`src/hw/rtl/ufn_pkg.sv`:
```
// ----------------------------------------------------------------------------
// ufn_pkg
// Shared types, constants and the fold table of the accent-folding normalizer.
// ----------------------------------------------------------------------------
package ufn_pkg;

  localparam int unsigned BYTE_W = 8;
  localparam int unsigned CHAR_W = 7;
  localparam int unsigned QUEUE_DEPTH = 2;
  localparam int unsigned CNT_W = $clog2(QUEUE_DEPTH + 1);

  localparam logic [BYTE_W-1:0] LEAD_BYTE  = 8'hC3;
  localparam logic [BYTE_W-1:0] BYTE_COMMA = 8'h2C;
  localparam logic [BYTE_W-1:0] BYTE_HYPHEN = 8'h2D;
  localparam logic [BYTE_W-1:0] BYTE_UPPER_A = 8'h41;
  localparam logic [BYTE_W-1:0] BYTE_UPPER_Z = 8'h5A;
  localparam logic [BYTE_W-1:0] CASE_OFFSET = 8'h20;
  localparam logic [CHAR_W-1:0] CHAR_NONE  = 7'h00;
  localparam logic [CHAR_W-1:0] CHAR_SPACE = 7'h20;

  typedef struct packed {
    logic [CHAR_W-1:0] ch;
    logic              valid;
    logic              last;
  } ufn_res_t;

  typedef struct packed {
    logic lead_pending;
    logic text_started;
    logic space_held;
  } ufn_state_t;

  function automatic logic [CHAR_W-1:0] fold_second(input logic [BYTE_W-1:0] b);
    logic [CHAR_W-1:0] r;
    r = CHAR_NONE;
    case (b)
      8'd160, 8'd161, 8'd162, 8'd163: r = 7'h61;
      8'd169, 8'd170:                 r = 7'h65;
      8'd173:                         r = 7'h69;
      8'd179, 8'd180, 8'd181:         r = 7'h6F;
      8'd186:                         r = 7'h75;
      8'd167:                         r = 7'h63;
      default:                        r = CHAR_NONE;
    endcase
    return r;
  endfunction

endpackage

```
`src/hw/rtl/ufn_fold.sv`:
```
// ----------------------------------------------------------------------------
// ufn_fold
// Classifies one registered byte, folds it, and emits up to two results while
// tracking the lead, started and held-space state of the current string.
// ----------------------------------------------------------------------------
module ufn_fold (
  input  logic                     clk,
  input  logic                     rst,
  input  logic                     adv,
  input  logic [ufn_pkg::BYTE_W-1:0] byte_in,
  input  logic                     last_in,
  output logic [1:0]               n_res,
  output ufn_pkg::ufn_res_t        res0,
  output ufn_pkg::ufn_res_t        res1
);
  import ufn_pkg::*;

  ufn_state_t        st;
  ufn_state_t        st_next;
  logic [CHAR_W-1:0] ch;
  logic              is_space;
  logic              is_char;
  logic              held_eff;
  logic [BYTE_W-1:0] lower;

  assign lower = byte_in + CASE_OFFSET;

  always_comb begin
    ch = CHAR_NONE;
    if (st.lead_pending) begin
      ch = fold_second(byte_in);
    end else if (byte_in != LEAD_BYTE && byte_in != '0 && !byte_in[BYTE_W-1]) begin
      if (byte_in == BYTE_COMMA || byte_in == BYTE_HYPHEN) begin
        ch = CHAR_SPACE;
      end else if (byte_in >= BYTE_UPPER_A && byte_in <= BYTE_UPPER_Z) begin
        ch = lower[CHAR_W-1:0];
      end else begin
        ch = byte_in[CHAR_W-1:0];
      end
    end
  end

  assign is_space = (ch == CHAR_SPACE);
  assign is_char  = (ch != CHAR_NONE) && !is_space;
  assign held_eff = st.space_held || (is_space && st.text_started);

  always_comb begin
    n_res = 2'd0;
    res0  = '{ch: CHAR_SPACE, valid: 1'b1, last: 1'b0};
    res1  = '{ch: ch, valid: 1'b1, last: last_in};
    if (is_char) begin
      if (st.space_held) begin
        n_res = 2'd2;
      end else begin
        n_res = 2'd1;
        res0  = '{ch: ch, valid: 1'b1, last: last_in};
      end
    end else if (last_in) begin
      n_res = 2'd1;
      if (held_eff) begin
        res0 = '{ch: CHAR_SPACE, valid: 1'b1, last: 1'b1};
      end else begin
        res0 = '{ch: CHAR_NONE, valid: 1'b0, last: 1'b1};
      end
    end
  end

  always_comb begin
    st_next = '0;
    if (!last_in) begin
      st_next.lead_pending = !st.lead_pending && (byte_in == LEAD_BYTE);
      st_next.text_started = st.text_started || is_char;
      st_next.space_held   = is_char ? 1'b0 : held_eff;
    end
  end

  always_ff @(posedge clk) begin
    if (rst) begin
      st <= '0;
    end else if (adv) begin
      st <= st_next;
    end
  end

endmodule

```
`src/hw/rtl/ufn_outq.sv`:
```
// ----------------------------------------------------------------------------
// ufn_outq
// Two-entry result queue that takes zero, one or two results per cycle while it
// has room for them, and presents the head on the output stream.
// ----------------------------------------------------------------------------
module ufn_outq (
  input  logic                     clk,
  input  logic                     rst,
  input  logic [1:0]               n_push,
  input  ufn_pkg::ufn_res_t        res0,
  input  ufn_pkg::ufn_res_t        res1,
  output logic                     room,
  output logic                     head_valid,
  input  logic                     head_ready,
  output ufn_pkg::ufn_res_t        head
);
  import ufn_pkg::*;

  ufn_res_t         e0;
  ufn_res_t         e1;
  logic [CNT_W-1:0] cnt;
  logic [CNT_W-1:0] cnt_after;
  logic [CNT_W-1:0] cnt_next;
  logic             pop;
  logic             push;

  assign head_valid = (cnt != '0);
  assign head       = e0;
  assign pop        = head_valid && head_ready;
  assign cnt_after  = cnt - CNT_W'(pop);
  assign room       = (CNT_W'(QUEUE_DEPTH) - cnt_after) >= CNT_W'(n_push);
  assign push       = room && (n_push != 2'd0);
  assign cnt_next   = push ? cnt_after + CNT_W'(n_push) : cnt_after;

  always_ff @(posedge clk) begin
    if (rst) begin
      cnt <= '0;
    end else begin
      cnt <= cnt_next;
    end
  end

  always_ff @(posedge clk) begin
    if (push && cnt_after == '0) begin
      e0 <= res0;
      e1 <= res1;
    end else begin
      if (pop) begin
        e0 <= e1;
      end
      if (push) begin
        e1 <= res0;
      end
    end
  end

  a_cnt_bound: assert property (@(posedge clk) disable iff (rst)
    cnt <= CNT_W'(QUEUE_DEPTH))
    else $error("result queue over its depth");

  a_pair_empty: assert property (@(posedge clk) disable iff (rst)
    (push && n_push == 2'd2) |-> cnt_after == '0)
    else $error("result pair pushed into a non-empty queue");

  a_full_drain: assert property (@(posedge clk) disable iff (rst)
    (cnt == CNT_W'(QUEUE_DEPTH) && !head_ready) |=> cnt == CNT_W'(QUEUE_DEPTH))
    else $error("full queue lost an entry while stalled");

endmodule

```
`src/hw/rtl/utf8_accent_fold_normalizer_unit.sv`:
```
// ----------------------------------------------------------------------------
// utf8_accent_fold_normalizer_unit
// Folds UTF-8 accented letters to ASCII, lowercases, maps comma and hyphen to
// space, trims leading spaces and collapses space runs, one byte per beat.
//
//   channel  dir  tdata           tuser      tlast
//   s_*      in   [7:0] in_byte   -          in_last
//   m_*      out  [6:0] out_char  out_valid  out_end
//
// One byte per cycle while the queue has room: input register, fold logic, queue.
// A byte that yields a held space plus a character takes two output beats.
// rst is synchronous, active high; it clears string state, the input register
// and the result queue.
// The input register holds while the result queue lacks room for its results.
// ----------------------------------------------------------------------------
module utf8_accent_fold_normalizer_unit (
  input  logic       clk,
  input  logic       rst,
  input  logic       s_tvalid,
  output logic       s_tready,
  input  logic [7:0] s_tdata,   // [7:0] in_byte
  input  logic       s_tlast,
  output logic       m_tvalid,
  input  logic       m_tready,
  output logic [7:0] m_tdata,   // [6:0] out_char, [7] zero
  output logic       m_tuser,   // [0] out_valid
  output logic       m_tlast
);
  import ufn_pkg::*;

  logic              in_v;
  logic [BYTE_W-1:0] in_b;
  logic              in_l;
  logic              adv;
  logic              room;
  logic [1:0]        n_res;
  ufn_res_t          res0;
  ufn_res_t          res1;
  ufn_res_t          head;

  assign adv      = in_v && room;
  assign s_tready = !in_v || adv;

  always_ff @(posedge clk) begin
    if (rst) begin
      in_v <= 1'b0;
    end else if (s_tready) begin
      in_v <= s_tvalid;
    end
  end

  always_ff @(posedge clk) begin
    if (s_tvalid && s_tready) begin
      in_b <= s_tdata;
      in_l <= s_tlast;
    end
  end

  ufn_fold u_fold (
    .clk     (clk),
    .rst     (rst),
    .adv     (adv),
    .byte_in (in_b),
    .last_in (in_l),
    .n_res   (n_res),
    .res0    (res0),
    .res1    (res1)
  );

  ufn_outq u_outq (
    .clk        (clk),
    .rst        (rst),
    .n_push     (in_v ? n_res : 2'd0),
    .res0       (res0),
    .res1       (res1),
    .room       (room),
    .head_valid (m_tvalid),
    .head_ready (m_tready),
    .head       (head)
  );

  assign m_tdata = {1'b0, head.ch};
  assign m_tuser = head.valid;
  assign m_tlast = head.last;

endmodule
```
`config.mk`:
```
export PLATFORM = sky130hd
export DESIGN_NAME = utf8_accent_fold_normalizer_unit
export DESIGN_NICKNAME = d
export VERILOG_FILES = /design/src/hw/rtl/ufn_pkg.sv /design/src/hw/rtl/ufn_fold.sv /design/src/hw/rtl/ufn_outq.sv /design/src/hw/rtl/utf8_accent_fold_normalizer_unit.sv
export SDC_FILE = /design/constraint.sdc
export NUM_CORES = 1
export LEC_CHECK = 0
export CAP_MARGIN = 20
export CORE_AREA = 2 2 50 87
export CTS_BUF_LIST = sky130_fd_sc_hd__clkbuf_8
export DETAILED_ROUTE_END_ITERATION = 6
export DIE_AREA = 0 0 52 89
export DONT_BUFFER_PORTS = 1
export GPL_TIMING_DRIVEN = 0
export SYNTH_ARGS = -nofsm -noshare
export SYNTH_HDL_FRONTEND = slang
export SYNTH_SLANG_ARGS = --single-unit
```
`constraint.sdc`:
```
create_clock -name clk -period 11.7 [get_ports clk]
set_input_delay 2.34 -clock clk [delete_from_list [all_inputs] [get_ports clk]]
set_output_delay 2.34 -clock clk [all_outputs]
set_load 0.05 [all_outputs]
```
Word-level counts from Yosys, hierarchy flattened
Index checks and enable logic that the tools add are counted.
Storage, ports and cells
  output and inout bits: 12
  logic and storage cells: 86
  register bits after elaboration: 33
  input bits: 13
Operators by class
  equality and inequality tests: 17
  reduce and logical (&&, ||, !) cells: 29
  add/sub/neg operators: 4
  muxes and demuxes: 20
  $lt $le $gt $ge: 3
Operator list (count)
  == test 8 bit, second input constant: 13
  2-to-1 mux 9 bit: 7
  one-hot mux 7 bit (6 select lines): 1
  2-to-1 mux 7 bit: 4
  == test 8 x 6 -> 1 bit, second input constant: 2
  logical AND 1 bit: 11
  >= comparator 8 x 7 -> 1 bit, second input constant: 1
  <= comparator 8 x 7 -> 1 bit, second input constant: 1
  2-to-1 mux 2 bit: 4
  2-to-1 mux 8 bit: 1
  != test 8 bit, second input constant: 1
  nonzero test 2 bit: 4
  nonzero test 8 bit: 1
  adder 7 x 6 -> 7 bit, second input constant: 1
  == test 7 x 6 -> 1 bit, second input constant: 1
  nonzero test 7 bit: 1
  logical NOT 1 bit: 4
  logical OR 1 bit: 4
  OR reduction 4 bit: 1
  2-to-1 mux 3 bit: 1
  OR reduction 3 bit: 1
  adder 2 bit: 1
  >= comparator 2 bit: 1
  logical NOT 2 bit: 1
  4 further kinds: 5

Logic depth before layout (Yosys ltp)
  depth after elaboration: 15
  depth in mapped cells: 18
  depth with buffers taken out: 15

By module
From an unflattened synthesis, not the netlist that was laid out.
Unflattened totals
  cell total of the unflattened synthesis: 184
  area, all modules: 2119.5 sq um
By module, submodules not included
  ufn_outq: times used 1, cells an instance 67, sequential area each 580.6 sq um, area each 1067.3 sq um
  ufn_fold: times used 1, cells an instance 98, sequential area each 60.1 sq um, area each 693.2 sq um
  utf8_accent_fold_normalizer_unit: times used 1, cells an instance 19, sequential area each 290.3 sq um, area each 359.1 sq um

Worst setup path after synthesis
No wires, ideal clock.
  path type: input-to-output
  start: input m_tready
  end: output s_tready
  path buffers: 0
  cell stages on the path: 8
  arrival: 3926 ps
  required time: 9360 ps
  path slack: 5434 ps
  path through: and2_1 ha_1 xnor2_1 ha_1 inv_1 ha_1 a21oi_1 nand2_1
Between the ends
  longest elaborated chain between the ends: 6
RTL lines
  start: declaration: line utf8_accent_fold_normalizer_unit.sv:24  | input logic m_tready,
  logical AND 1 bit: line ufn_outq.sv:29  | assign pop = head_valid && head_ready;
  subtractor 2 x 1 -> 2 bit: line ufn_outq.sv:30  | assign cnt_after = cnt - CNT_W'(pop);
  subtractor 2 bit: line ufn_outq.sv:31  | assign room = (CNT_W'(QUEUE_DEPTH) - cnt_after) >= CNT_W'(n_push);
  >= comparator 2 bit: line ufn_outq.sv:31
  logical AND 1 bit: line utf8_accent_fold_normalizer_unit.sv:41  | assign adv = in_v && room;
  logical OR 1 bit: line utf8_accent_fold_normalizer_unit.sv:42  | assign s_tready = !in_v || adv;
  end: declaration: line utf8_accent_fold_normalizer_unit.sv:20  | output logic s_tready,
Every way passes these cells.

Worst setup path in the final report
Ends and elaborated chain as after synthesis.

==> impl_results.md <==
* MaxCap Viol Count at 0
* Post-synth ARST share at 0%
* DRC viols at 0
* Max Fclk at 0.156 GHz
* Reg2Reg Depth at 17
* Yosys top cell by area: edfxtp_1
* Post-synthesis cell type count at between 50 and 60
* Initial core utilization at roughly half
* Worst-Margin Slew at a little over 0.7 ns
* Critical path origin: m_tready
* Initial antenna violation count at 0
* Layout Skew at around 0.0064 ns
* R2R Setup Slk at roughly 7.1 ns
* Fin Setup TNS at 0 ns
* Clock Latency Late Sink at slightly below 0.3 ns
* Crit path kind: primary input to output pin
* Global-route wire length before repair at 6.23 mm
* Setup crit end: s_tready
* Core area at roughly 3900 um2
* EDFF count, synth at 26
* Dpl ws at ~5.3 ns
* Post-DR wirelength/cell at about 15 um
* Final worst setup slack at roughly 5.3 ns
* WP data arrival at 4.08 ns
* RSZ-0062 raised after global routing: false
* Vias in the first global route at roughly 1400
* IO Count at 25
* Total power at between 500 and 600 uW
* Outcome: completed
* CP endpoint kind: output pin
* Hold Buf Count CTS at 0
* Design Area, Final at about 2000 um2
* Final net count at around 200
* Sequential share of the synthesized area at 48.3%
* Fin crit period at 6.42 ns
* Final setup violation count at 0
* Worst rel slew slack at roughly half
* Via count at about 1400
* Cell Area, Synth at about 1900 um2
* Die area at about 4600 um2
* Clock Path Buffers at 2
* Hpwl dp at 2.78 mm
* Crit path max fanout at 4
* Antenna Cells at 0
* Fillers at 334
* Post-cts sizing count at 0
* Final wirelength at between 3 and 4 mm
* Cell Count, Final, Fillers Out at between 200 and 250
* Hold_ws at just over 0.5 ns
* Num Clock Sinks at 33
* Synth Instances at 180
* Largest net degree at the start of global routing at 12
* CTS buffer count at 5
* Slew Viols, Final at 0
* Top post-synthesis cells by area: edfxtp_1 41%, dfxtp_1 7.4%, a21oi_1 3.7%
* Syn_area_per_cell at 10.6 um2
* Final Hold Fails at 0
* GRT Total Usage at between 10% and 20%
* Share of the synthesized area in the top cell type at slightly above 40%
* R2R Path End: u_outq.e1[7]
* GRT overflow at 0
* Die Ht at a little under 90 um
* Pwr per Cell Area at around 250 nW/um2
* Routability Congestion at 0.796
* Placed cells at 228
* Clock transition at path regs at about 0.06 ns
* Finished Core Util at approximately 53%
* Synth Register Bits at 33
* Post-route ant nets at 0
* Syn Nets at a little under 200
* Dpl cell area at between 1500 and 2000 um2
* Synth-to-Final Area Change at 7.35%
* Chip width at between 50 and 60 um
* DRT iter0 DRCs at 58
* CTS H-tree depth at 2
* Setup bufs post-CTS at 0
* Critical Path RT at between 9 and 10 ns
* Startpoint Class: primary input
* Number of placement rows at 30
* Number of vias per cell at roughly 6.0
* CTS tree: built
* Worst flop-to-flop path startpoint: in_b[3]
* Final period utilization at a little over half
* Layout cell share with drive strength beyond 1 at 13.3%
* Hold/Removal Path Class: register to register
* Top_reg_cell synth: edfxtp_1
* FF+latch area at about 920 um2
* Root buf cell: clkbuf_8
* First-pass DRT Iterations at 4
* Yosys Warn Count at 0
* I/O Buffers at 0
* Peak VDD IR at about 0.14 mV
* Multi-input gate area at 900 um2
* LEAKAGE at 0.748 nW
## metal layers
| metal | vias to the layer above | wire, um | global-route usage (%) |
|---|---|---|---|
| li1 | 695 | - | - |
| met1 | 667 | 1420 | 19.4 |
| met2 | 48 | 1960 | 32.2 |
| met3 | 7 | 157 | 5.35 |
| met4 | 0 | 73 | 7.89 |
| met5 | - | 0 | 0 |
## cells in the final DEF, fill, tap and decap left out, types with 2 or more instances in the layout
cell type,count
o21ai_0,5
and2_1,5
nand2_1,15
nand3b_1,2
xnor2_1,2
nand3_1,4
nor4bb_1,3
a211oi_1,5
nor2_1,11
o31ai_1,7
buf_2,5
inv_1,9
nor2b_1,5
dfxtp_1,7
nor3_1,6
a21oi_1,14
mux2_2,3
edfxtp_1,26
or2_2,3
a31oi_1,2
nand2b_1,4
ha_1,5
buf_6,2
clkbuf_8,5
## worst min-delay path by stage
stage / start / end / slack, ns / cells past startpoint
4_1_cts: u_outq.e1[1] / u_outq.e1[1] / 0.52 / 1
3_5_place_dp: u_outq.e1[1] / u_outq.e1[1] / 0.50 / 1
6_report: u_outq.e1[1] / u_outq.e1[1] / 0.51 / 1
3_3_place_gp: u_outq.e1[1] / u_outq.e1[1] / 0.46 / 1
2_1_floorplan: u_outq.e1[1] / u_outq.e1[1] / 0.44 / 1
5_1_grt: u_outq.e1[1] / u_outq.e1[1] / 0.54 / 1
## Yosys cell counts (2+ instances only)
library cell	count
o31ai_1	7
buf_2	5
o21ai_0	5
edfxtp_1	26
nand3_1	4
buf_6	2
nor2b_1	5
xnor2_1	2
and2_1	5
dfxtp_1	7
nand2_1	15
nor3_1	6
nand3b_1	2
ha_1	5
nor2_1	11
or2_2	3
a211oi_1	5
nand2b_1	4
mux2_2	3
inv_1	7
nor4bb_1	3
a31oi_1	2
a21oi_1	14
## worst max-delay path, cell delays in order
cell and delay [ns]:
and2_1 0.14, ha_1 0.20, xnor2_1 0.24, ha_1 0.27, inv_1 0.05, ha_1 0.22, a21oi_1 0.25, nand2_1 0.37
## flip-flops by register name, summed over array words and instances (netlist names)
signal       count
u_outq.cnt       2
u_fold.st        3
in_b             8
u_outq.e1        9
u_outq.head      9
in_l             1
in_v             1
## cells by family after synthesis
kind of cell	share of synthesized area, %
compound gates	19.8
simple gates	20.0
buf+inv	4.46
xor+xnor	1.38
mux	2.56
other cells	0.197
flops	48.3
fa+ha+maj	3.28
## layout make-up
type / instances / share of cell area [%]
sequential: 33 / 45.0
multi-input combinational: 131 / 44.0
clock buffer: 5 / 3.36
tap: 48 / 2.94
buffer: 9 / 2.87
inverter: 7 / 1.28
clock inverter: 3 / 0.550
## power by group
| part | internal [mW] | switching, mW |
|---|---|---|
| logic | 0.0665 | 0.109 |
| registers | 0.183 | 0.0780 |
| clock network | 0.0395 | 0.0370 |
| total | 0.289 | 0.224 |
Note: power is estimated with default switching activity, not from simulation.
